File: src/rtl/core/icv_ram.sv
// Generic single-write, single-read RAM with registered read data.
// No dependencies.
module icv_ram #(
  parameter int WIDTH = 8,
  parameter int DEPTH = 16
) (
  input  logic                     clk,
  input  logic                     wr_en,
  input  logic [$clog2(DEPTH)-1:0] wr_addr,
  input  logic [WIDTH-1:0]         wr_data,
  input  logic [$clog2(DEPTH)-1:0] rd_addr,
  output logic [WIDTH-1:0]         rd_data
);

  logic [WIDTH-1:0] mem [DEPTH];

  always_ff @(posedge clk) begin
    if (wr_en) begin
      mem[wr_addr] <= wr_data;
    end
    rd_data <= mem[rd_addr];
  end

endmodule

File: config.mk
export PLATFORM = sky130hd
export DESIGN_NAME = icv_ram
export DESIGN_NICKNAME = d
export VERILOG_FILES = /design/src/rtl/core/icv_ram.sv
export SDC_FILE = /design/constraint.sdc
export NUM_CORES = 1
export LEC_CHECK = 0
export BUFFER_PORTS_ARGS = -buffer_cell sky130_fd_sc_hd__buf_2
export CAP_MARGIN = 0
export CORE_UTILIZATION = 50
export DETAILED_ROUTE_END_ITERATION = 8
export PLACE_DENSITY = 0.67
export SLEW_MARGIN = 40
export SYNTH_ARGS = -nofsm -noshare
export SYNTH_HDL_FRONTEND = slang
export SYNTH_SLANG_ARGS = --single-unit
File: constraint.sdc
create_clock -name clk -period 1.9 [get_ports clk]
set_input_delay 0.095 -clock clk [delete_from_list [all_inputs] [get_ports clk]]
set_output_delay 0.095 -clock clk [all_outputs]
set_load 0.05 [all_outputs]
### After elaboration in Yosys (flattened, before gate mapping)

Memory sizes are Yosys's and may differ from the RTL's. A register that Yosys moved wholly into a read port is not among the register bits.
Index checks and enable logic that the tools add are counted.

| cells by class | value |
|---|---|
| bitwise gates (word level) | 0 |
| multiplexer cells | 2 |
| add/subtract/negate cells | 0 |
| multipliers | 0 |
| eq/ne operators | 0 |
| divide/modulo/power cells | 0 |
| shifts and indexed selects | 0 |
| reduce and logical (&&, ||, !) cells | 0 |
| $lt $le $gt $ge | 0 |

Operator list:

| cell | count |
|---|---|
| two-way mux 1 bit | 2 |

| storage, ports and cells | value |
|---|---|
| bits in read-only memories | 0 |
| logic and storage cells | 3 |
| latch bits | 0 |
| bits in writable memories | 128 |
| bits in registers | 0 |
| output and inout bits | 8 |
| memories | 1 |

Memories:

| name | words | bits a word | read ports | clocked after Yosys merged registers in | wr ports | line | text |
|---|---|---|---|---|---|---|---|
| mem | 16 | 8 | 1 | 1 | 1 | 15 | `logic [WIDTH-1:0] mem [DEPTH];` |

### Longest topological paths before layout

| logic depth | value |
|---|---|
| depth in word-level cells | 2 |
| depth in mapped cells | 5 |

### Worst setup path after synthesis

Ideal clock, no wire load.

| timing | value |
|---|---|
| kind | input port to flip-flop |
| from | in wr_addr[2] |
| to | mem mem[0][0], enable pin |
| stages | 2 |
| path slack | 0.312 ns |
| arrival | 1.205 ns |
| library setup time | 0.383 ns |
| cell sequence | or3b_2 > nor3_1 |

RTL lines:

| what | line | text |
|---|---|---|
| start: declaration | 9 | `input logic [$clog2(DEPTH)-1:0] wr_addr,` |
| end: declaration | 15 |  |

No word-level cell before the write port.

==> impl_metrics.ini <==
[timing]
max_freq_ghz = 0.7387
period_needed_ps = 1354
finalSetupTns_ps = 0
worst_pin_slew_ps = 731.1
post-route-period-util_pct = 71.25
rsz0062_at_grt = false
drv_slew = 0
finClkSkew_ps = 13.24
relSlewSlack_pct = 51.08
hold_viol_final = 0
setup_viol = 0
setup_ws_ps = 546.2

[synthesis]
synth_compound_area_share_pct = 2.333
ys.flop_type = edfxtp_1
synth_cells = 229
synth_edf_count = 128
synth_area_leader_cell = edfxtp_1
ys_seq_elements = 136
synth_top_cell_area_share_pct = 74.67
ys_top_cells_by_area = edfxtp_1, mux4_2, mux4_1
syn_nets = 247
synth_simple_gate_area_share_pct = 3.184
synth_area_per_cell_sq_um = 22.48
async_reset_ff_share_pct = 0
synthMuxAreaShare_pct = 15.02
synth-xor-area-share_pct = 0
synth_top_family_by_area = multiplexers
ys_seq_area_share_pct = 77.78
synth_area_sq_um = 5147
synth_most_common_cell = edfxtp_1
yosys_warnings = 0
yosys.area_share.adder_pct = 0
synth_common_cells = edfxtp_1, mux4_2, a22oi_1
yosysUniqueCellTypes = 19

[worst_setup_path]
crit_family = multiplexers
cp_max_fo = 1
crit_required_ps = 2300
start_kind = register
cp_slowest_cell = mux4_1
critPathKind = register to register
cpPeakStageDelay_ps = 570
crit_arrival_ps = 1760
crit_chain = mux4_1 > a22oi_1 > nand2_1
path_buf_inv = 0
crit_path_end_kind = register

[global_routing]
grt_max_degree = 33
antenna_found_initial = 0
first_global_vias = 2460
grt_pass1_wl_um = 14480
gr-total-overflow = 0
groute.usage.overall_pct = 20.63

[routing]
drt-initial-drc-count = 176
ant_nets = 0
drc = 0
finalWirelength_um = 9823
viasPerCell = 5.666
first_pass_iters = 4
num_vias = 2476
wl_per_cell_um = 22.48

[finish]
final_nets = 309
area_growth_pct = 21.29
final_cell_area_sq_um = 6243
fill_cells = 661
diodes = 0
fin_util_pct = 63.29
drive_gt1_share_pct = 30.92

[placed_design]
io_buffers = 25
dp_hpwl_um = 5830
placed_area_sq_um = 5528
dp_worst_setup_slack_ps = 308.3
gp_congestion = 0.6997

[floorplan]
fp.coreArea_sq_um = 9864
dieWidth_um = 103.5
start_util_pct = 52.18
io_pins = 26
die_h_um = 103.5
dieArea_sq_um = 10710
rows = 36

[clocking]
post_cts_resized = 0
clk_pin_slew_worst_paths_ps = 60
cts_buffers = 17
cts_buffer_depth = 2
root_buffer = clkbuf_8
clock_sinks = 136
cts-htree-levels = 4
clk_latency_ps = 510
cts_tree = built

[power_and_ir_drop]
total_power_mw = 7.246
p_per_area_nw_per_um2 = 1161
static-leakage-power_nw = 2.147
irDropWorstVdd_v = 0.0006528

[min_path]
holdCritPathClass = input port to register

[flow_run]
maxCapViolCount = 0

[status]
status = finished, final reports clean
## where the power goes
group          internal, mW  switching (mW)
combinational         0.146           0.242
sequential             3.35          0.0192
clock                  2.28            1.21
## layer usage
metal	wire length, um	part of all wire, %	vias up	GRT usage, %
met3	801	8.2	17	5.712
met2	4728	48	109	30.77
met4	216	2.2	0	8.667
met5	0	0	-	0
met1	4076	41	1248	28.98
li1	-	-	1102	-
## repair_timing
item,in CTS,in global routing
hold buffers,8,0
setup buffers,0,0
endpoints found under the hold margin,128,0
## sequential cells by signal, indices dropped and copies added (netlist names)
register,cells
mem,128
rd_data,8
## path summary, 6_finish.rpt
path | start | endpoint | slack (ps) | cells after the start
setup reg to reg | mem[5][3] | rd_data[3] | 550 | 3
hold reg to reg | mem[8][5] | rd_data[5] | 660 | 3
setup / recovery | mem[5][3] | rd_data[3] | 550 | 3
hold / removal | wr_addr[0] | mem[4][5] | 120 | 3
## cells by family after synthesis
| group | Yosys count |
|---|---|
| and+or+nand+nor | 35 |
| DFF | 136 |
| AOI/OAI and AO/OA | 16 |
| buffers and inverters | 10 |
| muxes | 32 |
## stage by stage
stage	std cells	hold WS [ps]
after CTS	437	102.2
final	437	116.6
after detailed placement	397	489.6
after global placement	397	479.7
after global routing	437	117.5
after floorplan	229	193.9
## layout make-up
class                   count  area [sq um]  share of cell area (%)
clock inverters            13         214.0                   3.427
flip-flops and latches    136          4004                   64.13
well taps                 133         166.4                   2.665
repair buffers             53         380.4                   6.092
multi-input cells          83          1057                   16.93
clock buffers              19         421.7                   6.753
## cells in the final DEF (no fill, tap or decap), types with 4 or more instances in the layout
master / n
a22oi_1: 16
buf_2: 25
buf_4: 18
bufinv_16: 5
clkbuf_16: 16
dfxtp_1: 8
dlygate4sd3_1: 8
edfxtp_1: 128
inv_6: 4
mux4_1: 14
mux4_2: 18
nand2_1: 9
nor2_1: 13
nor3_1: 4
## worst reg2reg max path, delay by kind of cell, from the launching register on
| family | cells | cell delay (ps) |
|---|---|---|
| simple gates | 1 | 80 |
| compound gates | 1 | 250 |
| flops | 1 | 350 |
| mux | 1 | 570 |
Power figures use the tool's default switching activity.
