--- config.mk ---
export PLATFORM = sky130hd
export DESIGN_NAME = icv_alu
export DESIGN_NICKNAME = d
export VERILOG_FILES = /design/src/rtl/core/icv_pkg.sv /design/src/rtl/core/icv_alu.sv
export SDC_FILE = /design/constraint.sdc
export NUM_CORES = 1
export LEC_CHECK = 0
export BUFFER_PORTS_ARGS = -buffer_cell sky130_fd_sc_hd__buf_2
export CAP_MARGIN = 20
export CELL_PAD_IN_SITES_DETAIL_PLACEMENT = 0
export CELL_PAD_IN_SITES_GLOBAL_PLACEMENT = 1
export CORE_MARGIN = 1.5
export CORE_UTILIZATION = 39
export DETAILED_ROUTE_END_ITERATION = 16
export GPL_ROUTABILITY_DRIVEN = 0
export MAX_ROUTING_LAYER = met4
export PLACE_DENSITY_LB_ADDON = 0.1
export RECOVER_POWER = 25
export SLEW_MARGIN = 15
export SYNTH_ARGS = -nofsm -noshare
export SYNTH_HDL_FRONTEND = slang
export SYNTH_SLANG_ARGS = --single-unit
--- constraint.sdc ---
create_clock -name vclk -period 5.35
set_clock_uncertainty 0.1 [all_clocks]
set_input_delay 0.535 -clock vclk [all_inputs]
set_output_delay 0.535 -clock vclk [all_outputs]
set_load 0.005 [all_outputs]
--- src/rtl/core/icv_pkg.sv ---
// Shared constants, types and state codes of the indexed clause vote classifier.
// No dependencies; every file of the block but icv_ram imports this package.
package icv_pkg;

  localparam int CLASSES     = 8;
  localparam int CLAUSES     = 128;
  localparam int LITERALS    = 512;
  localparam int WEIGHT_BITS = 15;
  localparam int WORD_BITS   = 32;
  localparam int CHUNKS      = LITERALS / WORD_BITS;

  localparam int CLASS_W    = $clog2(CLASSES);
  localparam int CLAUSE_W   = $clog2(CLAUSES);
  localparam int LIT_W      = $clog2(LITERALS);
  localparam int CHUNK_W    = $clog2(CHUNKS);
  localparam int WORD_LSB_W = $clog2(WORD_BITS);
  localparam int LEN_W      = $clog2(CLAUSES + 1);
  localparam int CNT_W      = $clog2(LITERALS + 1);
  localparam int SUM_W      = CLAUSE_W + WEIGHT_BITS + 2;
  localparam int WC_W       = WEIGHT_BITS + CNT_W;
  localparam int EPOCH_W    = 8;

  localparam int LIST_AW = CLASS_W + LIT_W + CLAUSE_W;
  localparam int LEN_AW  = CLASS_W + LIT_W;
  localparam int WC_AW   = CLASS_W + CLAUSE_W;

  localparam int THR_W      = 15;
  localparam int CCNT_W     = 4;
  localparam int LCNT_W     = 10;
  localparam int CFG_IDX_W  = 2;
  localparam int CFG_DATA_W = 15;
  localparam int OUT_SUM_W  = THR_W + 1;
  localparam int CLAMP_W    = THR_W + 2;

  localparam logic [LEN_W-1:0] POS_ABSENT = '1;

  localparam logic [THR_W-1:0]  THR_RESET  = THR_W'(15);
  localparam logic [CCNT_W-1:0] CCNT_RESET = CCNT_W'(2);
  localparam logic [LCNT_W-1:0] LCNT_RESET = LCNT_W'(512);

  typedef enum logic [1:0] {
    OP_ADD    = 2'd0,
    OP_DEL    = 2'd1,
    OP_WEIGHT = 2'd2,
    OP_WORD   = 2'd3
  } op_t;

  typedef enum logic [CFG_IDX_W-1:0] {
    CFG_THRESHOLD = 2'd0,
    CFG_CLASSES   = 2'd1,
    CFG_LITERALS  = 2'd2
  } cfg_idx_t;

  typedef enum logic [4:0] {
    ST_CLEAR,
    ST_IDLE,
    ST_A_RD,
    ST_A_UPD,
    ST_D_RD,
    ST_D_CHK,
    ST_D_MOVE,
    ST_D_FREE,
    ST_W_RD,
    ST_W_SUB,
    ST_W_ADD,
    ST_C_INIT,
    ST_C_WIPE,
    ST_C_LIT,
    ST_C_LEN,
    ST_C_ENT,
    ST_C_J,
    ST_C_W,
    ST_C_CLAMP,
    ST_C_CMP,
    ST_C_DONE
  } state_t;

endpackage

--- src/rtl/core/icv_alu.sv ---
// Shared add/subtract unit for class baselines and vote sums.
// Depends on icv_pkg for the sum and weight widths.
module icv_alu import icv_pkg::*; (
  input  logic signed [SUM_W-1:0] a,
  input  logic [WEIGHT_BITS-1:0]  w,
  input  logic                    neg,
  output logic signed [SUM_W-1:0] y
);

  logic signed [SUM_W-1:0] wext;

  assign wext = signed'(SUM_W'(w));
  assign y    = neg ? (a - wext) : (a + wext);

endmodule

Yosys cells after proc, flatten, opt, wreduce, memory -nomap -nowiden
Index checks and enable logic that the tools add are counted.
{ "op_classes": {"add_sub_neg": 2, "muxes": 1} }
{ "ops": {"columns": ["cell", "count"], "rows": [
  ["adder 24 x 16 -> 24 bit", 1],
  ["2-to-1 mux 24 bit", 1],
  ["subtractor 24 x 16 -> 24 bit", 1]
]} }
{ "totals": {"wordCells": 3, "output_inout_bits": 24, "ff_bits": 0} }

Logic depth before layout (Yosys ltp)
Gate-level depths: netlist of the first run.
{ "depth": {"word_depth": 2, "ltp_mapped": 14} }

Worst setup path before layout of the first run
Ideal clock, no wire load.
{ "synth_path": {"path_type": "input port to output port", "start": "in w[5]", "end": "out y[22]", "setup_slack_ns": 1.412, "t_arrival_ns": 3.303, "stages": 12, "required_ns": 4.715, "path_buffers": 1, "path_cell_list": "nor4_1 > and3_1 > clkbuf_1 > a21oi_1 > xnor2_1 > ha_1 > a211oi_1 > o21ai_0 > o211ai_1 > o221ai_1 > a221oi_1 > xnor2_1"} }
{ "synth_via": {"elab_chain_len": 2} }
{ "synth_rtl": {"columns": ["item", "line", "text"], "rows": [
  ["start: declaration", "icv_alu.sv:5", "input logic [WEIGHT_BITS-1:0] w,"],
  ["adder 24 x 16 -> 24 bit or subtractor 24 x 16 -> 24 bit (tied branches)", "icv_alu.sv:13", "assign y = neg ? (a - wext) : (a + wext);"],
  ["2-to-1 mux 24 bit *", "icv_alu.sv:13", null],
  ["end: declaration", "icv_alu.sv:7", "output logic signed [SUM_W-1:0] y"]
]} }
Every way passes the cells marked *; elsewhere a longest branch is shown, timed or not.

Final worst setup path of the first run
{ "layout_path": {"start": "in w[3]", "end": "out y[22]"} }
The elaborated chain is that of the path after synthesis.

==> results of run 1 <==
synthesized netlist by cell type, types with 2 or more instances:
library cell and n:
a211oi_1 2, a21o_1 10, a21o_2 6, a21oi_1 31, a31oi_1 4, and2_1 5, and3_1 2, clkbuf_1 11
ha_1 25, inv_1 12, nand2_1 16, nand2b_1 2, nand3_1 6, nand4_1 4, nor2_1 18, nor3_1 6
nor4_1 2, o211ai_1 4, o21a_1 2, o21ai_0 11, o21bai_1 3, xnor2_1 25, xor2_1 10
cell families after synthesis:
logic type,count (synthesis)
fa+ha+maj,26
simple gates,68
mux,1
buf+inv,24
xor+xnor,36
compound gates,83
layer usage:
| layer | vias up | part of all wire (%) | global-route usage [%] |
|---|---|---|---|
| met2 | 63 | 44 | 33.5 |
| met3 | 0 | 5.8 | 0.493 |
| li1 | 975 | - | - |
| met5 | - | 0 | - |
| met4 | 0 | 0 | 0 |
| met1 | 834 | 51 | 32.5 |
report_power, final:
| group | leakage, nW | switching (W) | internal [W] | total, W |
|---|---|---|---|---|
| sequential | 0 | 0 | 0 | 0 |
| combinational | 0.962 | 0.000164 | 0.000140 | 0.000304 |
| clock | 0 | 0 | 0 | 0 |
per-stage QoR:
step / cells / power [W] / utilization, % / worst slack [ps] / hold WS (ps)
after floorplan: 238 / 0.000199 / - / 1410 / 1100
after global placement: 340 / 0.000306 / 49.3 / 855 / 1340
after detailed placement: 340 / 0.000304 / 49.3 / 722 / 1330
after CTS: 340 / 0.000306 / 49.3 / 708 / 1340
after global routing: 340 / 0.000343 / 49.1 / 427 / 1370
final: 340 / 0.000304 / 49.1 / 742 / 1340
area by class of cell:
cell class	count	area share, %
inverter	12	2.28
multi-input combinational	214	78.7
tap	50	3.16
timing repair buffer	64	15.9
path summary, 6_finish.rpt:
check | slack, ps | endpoint
max | 740 | y[22]
min | 1340 | y[1]
==> impl_metrics.csv, run 1 <==
group,metric,value,unit
cts,cts.hold.buffers_added,0,
timing,rsz0062_at_grt,"false",
synth,synth_adder_area_share,20.2,%
setup_path,critPathSlowestCell,"nor4_1",
synth,synthCells,238,
synth,syn_avg_cell_area,6.92,um^2
finish,nClkBuffers,0,
floorplan,die_w,68,um
hold_path,hold_path_class,"in -> out",
setup_path,critPathMaxFanout,8,
synth,synth_top_area_share,19.0,%
synth,synth_xor_area_share,19.6,%
synth,ys_seq_area_share,0,%
floorplan,start_util,40.9,%
synth,syn_nets,304,
setup_path,crit_type,"in -> out",
finish,num-nets-final,358,
synth,synth_cell_type_count,44,
flow_run,drv_cap,0,
route,routed_wl,4660,um
hold_path,worstHoldStart,"a[1]",
hold_path,holdPathStages,3,
timing,slew_headroom,61.2,%
finish,drive_above_1_share,24.8,%
synth,synth_top_area_cell,"ha_1",
setup_path,critPathBufInv,2,
pwr,power_density,154,nW/um^2
finish,final-seq-area,0,um^2
timing,setup-violations-final,0,
pwr,p_leak,0.962,nW
pwr,ir_worst_vdd,0.0000625,V
global_routing,antenna_found_initial,0,
setup_path,startpoint,"w[3]",
finish,final_common_cell,"buf_2",
cts,postCtsSetupBuffers,0,
status,status,"complete, no violations",
synth,synthMuxAreaShare,0.607,%
route,drtIter0Drc,152,
route,dr.pass1.iters,4,
synth,yosysWarnings,0,
synth,synth_top_family_by_area,"compound AO/OA/AOI/OAI gates",
global_routing,grt-ovfl-total,0,
finish,area_growth,20.1,%
finish,multi_input_area,1560,um^2
placed_design,dpl-instance-area,1990,um^2
placed_design,io_buffers,64,
timing,max_freq,0.217,GHz
floorplan,core,4030,um^2
setup_path,path_cells,"buf_2, nor4_1, and3_1, a21oi_1, xnor2_1, ha_1, a211oi_1, o21ai_0, o211ai_1, o221ai_1, a221oi_1, xnor2_1, buf_2",
setup_path,cp_data_required_time,4720,ps
finish,final_cell_area,1980,um^2
setup_path,start_kind,"primary input",
floorplan,die_h,68,um
timing,period_needed,4610,ps
setup_path,cp-end-kind,"output pin",
setup_path,cp.depth,13,
setup_path,cp.arrival,3970,ps
global_routing,grt_pass1_wl,7720,um
floorplan,io_pins,64,
global_routing,grt_max_degree,23,
timing,slew_violations,0,
route,drtAntennaViolNets,0,
floorplan,rows,23,
route,drt-vias-per-instance,5.51,
global_routing,grt_pass1_vias,1664,
timing,final.setup.tns,0,ps
finish,fill_cells,446,
synth,synthTopCellsByArea,"ha_1, xnor2_1, a21oi_1",
synth,mappedNetlistArea,1650,um^2
synth,synth_compound_area_share,32.6,%
placed_design,hpwl,3880,um
timing,hold_viol,0,
timing,worst_slew_pin_slew,577,ps
finish,final_cell_mix,"buf_2, a21oi_1, xnor2_1, ha_1, nor2_1",
finish,seq_cells,0,
finish,n_antenna_cell,0,
cts,cts_resized,0,
setup_path,path_delay_family,"compound AO/OA/AOI/OAI gates",
floorplan,fp.dieArea,4620,um^2
synth,synth_simple_gate_area_share,21.6,%
timing,period_share,86.1,%
route,routedWlPerCell,13.7,um
route,vias,1872,
global_routing,track_usage,21.4,%
setup_path,max_stage_delay,530,ps
route,drc,0,
No activity file was read; power rests on OpenSTA's default activity.
==> inputs of run 2 (changes only) <==
--- a/config.mk
+++ b/config.mk
@@ -6,16 +6,16 @@
 export NUM_CORES = 1
 export LEC_CHECK = 0
 export BUFFER_PORTS_ARGS = -buffer_cell sky130_fd_sc_hd__buf_2
-export CAP_MARGIN = 20
 export CELL_PAD_IN_SITES_DETAIL_PLACEMENT = 0
 export CELL_PAD_IN_SITES_GLOBAL_PLACEMENT = 1
 export CORE_MARGIN = 1.5
-export CORE_UTILIZATION = 39
+export CORE_UTILIZATION = 36
 export DETAILED_ROUTE_END_ITERATION = 16
 export GPL_ROUTABILITY_DRIVEN = 0
 export MAX_ROUTING_LAYER = met4
 export PLACE_DENSITY_LB_ADDON = 0.1
 export RECOVER_POWER = 25
+export SKIP_LAST_GASP = 1
 export SLEW_MARGIN = 15
 export SYNTH_ARGS = -nofsm -noshare
 export SYNTH_HDL_FRONTEND = slang
==> constraint.sdc (replaced) <==
create_clock -name vclk -period 4.3
set_clock_uncertainty 0.1 [all_clocks]
set_input_delay 0.43 -clock vclk [all_inputs]
set_output_delay 0.43 -clock vclk [all_outputs]
set_load 0.005 [all_outputs]
==> run 2 against run 1 <==
Worst setup slack worse by 540 ps. Sequential cell count unchanged. Total power up 29%. Clock-buffer cell count unchanged. Sequential share of layout area unchanged. Critical path depth unchanged. Critical endpoint unchanged. Largest power group unchanged. Highest routed layer is now met4.
==> impl_metrics.csv, run 2 (synthesis results as in run 1) <==
group,metric,value,unit
global_routing,track_usage,19.2,%
cts,cts.hold.buffers_added,0,
timing,period_share,95.4,%
timing,hold_viol,0,
finish,final_common_cell,"buf_2",
floorplan,die_h,70.7,um
route,routedWlPerCell,13.5,um
finish,seq_cells,0,
floorplan,core,4380,um^2
setup_path,startpoint,"w[9]",
timing,slew_violations,0,
setup_path,cp_data_required_time,3770,ps
floorplan,rows,24,
hold_path,hold_end,"y[1]",
setup_path,critPathMaxFanout,6,
route,routed_wl,4740,um
finish,final-seq-area,0,um^2
setup_path,critPathSlowestCell,"or4_4",
route,drtAntennaViolNets,0,
finish,fill_cells,487,
pwr,power_density,190,nW/um^2
global_routing,grt-ovfl-total,0,
route,drt-vias-per-instance,5.35,
flow_run,drv_cap,0,
placed_design,dpl_worst_slack,184,ps
route,dr.pass1.iters,4,
timing,max_freq,0.244,GHz
timing,fin_ws,198,ps
placed_design,io_buffers,64,
global_routing,grt_max_degree,23,
cts,postCtsSetupBuffers,0,
floorplan,die_w,70.7,um
setup_path,crit_type,"in -> out",
global_routing,grt_pass1_wl,7960,um
setup_path,max_stage_delay,540,ps
timing,worst_slew_pin_slew,439,ps
timing,rsz0062_at_grt,"false",
finish,drive_above_1_share,28.7,%
setup_path,path_cells,"buf_2, or4_4, or3_4, nor4_4, a21o_4, ha_1, a21o_1, a21o_1, a21oi_1, o221ai_1, a221oi_1, xnor2_1, buf_2",
global_routing,antenna_found_initial,0,
route,drtIter0Drc,114,
status,status,"complete, no violations",
setup_path,cp-end-kind,"output pin",
timing,slew_headroom,70.6,%
finish,final_cell_mix,"buf_2, a21oi_1, xnor2_1, ha_1, nor2_1",
global_routing,grt_pass1_vias,1730,
placed_design,dpl-instance-area,2060,um^2
timing,period_needed,4100,ps
hold_path,holdPathStages,3,
setup_path,start_kind,"primary input",
timing,final.setup.tns,0,ps
finish,n_antenna_cell,0,
finish,area_growth,25.2,%
route,vias,1882,
finish,nClkBuffers,0,
hold_path,hold_path_class,"in -> out",
floorplan,fp.dieArea,4990,um^2
route,drc,0,
placed_design,hpwl,4120,um
hold_path,worstHoldStart,"a[1]",
finish,final_cell_area,2060,um^2
timing,setup-violations-final,0,
floorplan,start_util,37.6,%
floorplan,io_pins,64,
pwr,p_leak,1.02,nW
setup_path,cp.arrival,3570,ps
finish,num-nets-final,368,
pwr,ir_worst_vdd,0.0000775,V
[run 2: cell count changes in the layout (fill, tap and decap cells not counted), sizes merged]
cell,delta
buf,+12
clkbuf,-2
[run 2: power by group]
part,internal (W),switching (W)
combinational,0.000185,0.000206
sequential,0,0
clock,0,0
total,0.000185,0.000206
[run 2: what timing repair did]
| item | 4_1_cts | 5_1_grt |
|---|---|---|
| endpoints found under the hold margin | 0 | 0 |
| resized for setup | 0 | 1 |
| setup endpoints to repair | 0 | 1 |
[run 2: layout make-up]
type,instances,area [um^2],area share [%]
Multi-Input combinational cell,214,1560,75.6
Timing Repair Buffer,74,393,19.0
Tap cell,52,65.1,3.15
Inverter,12,45.0,2.18
[run 2: how the worst max path moves through the flow]
stage	cells past startpoint	endpoint
3_3_place_gp	13	y[22]
6_report	13	y[22]
5_1_grt	15	y[22]
4_1_cts	13	y[22]
2_1_floorplan	12	y[22]
3_5_place_dp	13	y[22]
[run 2: per-layer routing]
metal	GRT usage, %	wire length [um]
met1	29.2	2470
met2	29.8	1990
met3	0.855	262
met4	0.839	23
met5	-	0
[run 2: worst max-delay path, delay by kind of cell]
kind | cells | cell delay [ps]
AOI/OAI and AO/OA | 6 | 1340
xor gates and xnor gates | 1 | 150
adders and majority gates | 1 | 290
buffers and inverters | 2 | 240
and+or+nand+nor | 3 | 1130
[run 2: per-stage QoR]
step	std cells	utilization, %	hold slack, ps	total power [W]
after floorplan	238	-	891	0.000248
after global placement	352	47.1	1120	0.000395
after detailed placement	352	47.1	1120	0.000391
after CTS	352	47.1	1120	0.000394
after global routing	352	47.1	1150	0.000436
final	352	47.1	1140	0.000391
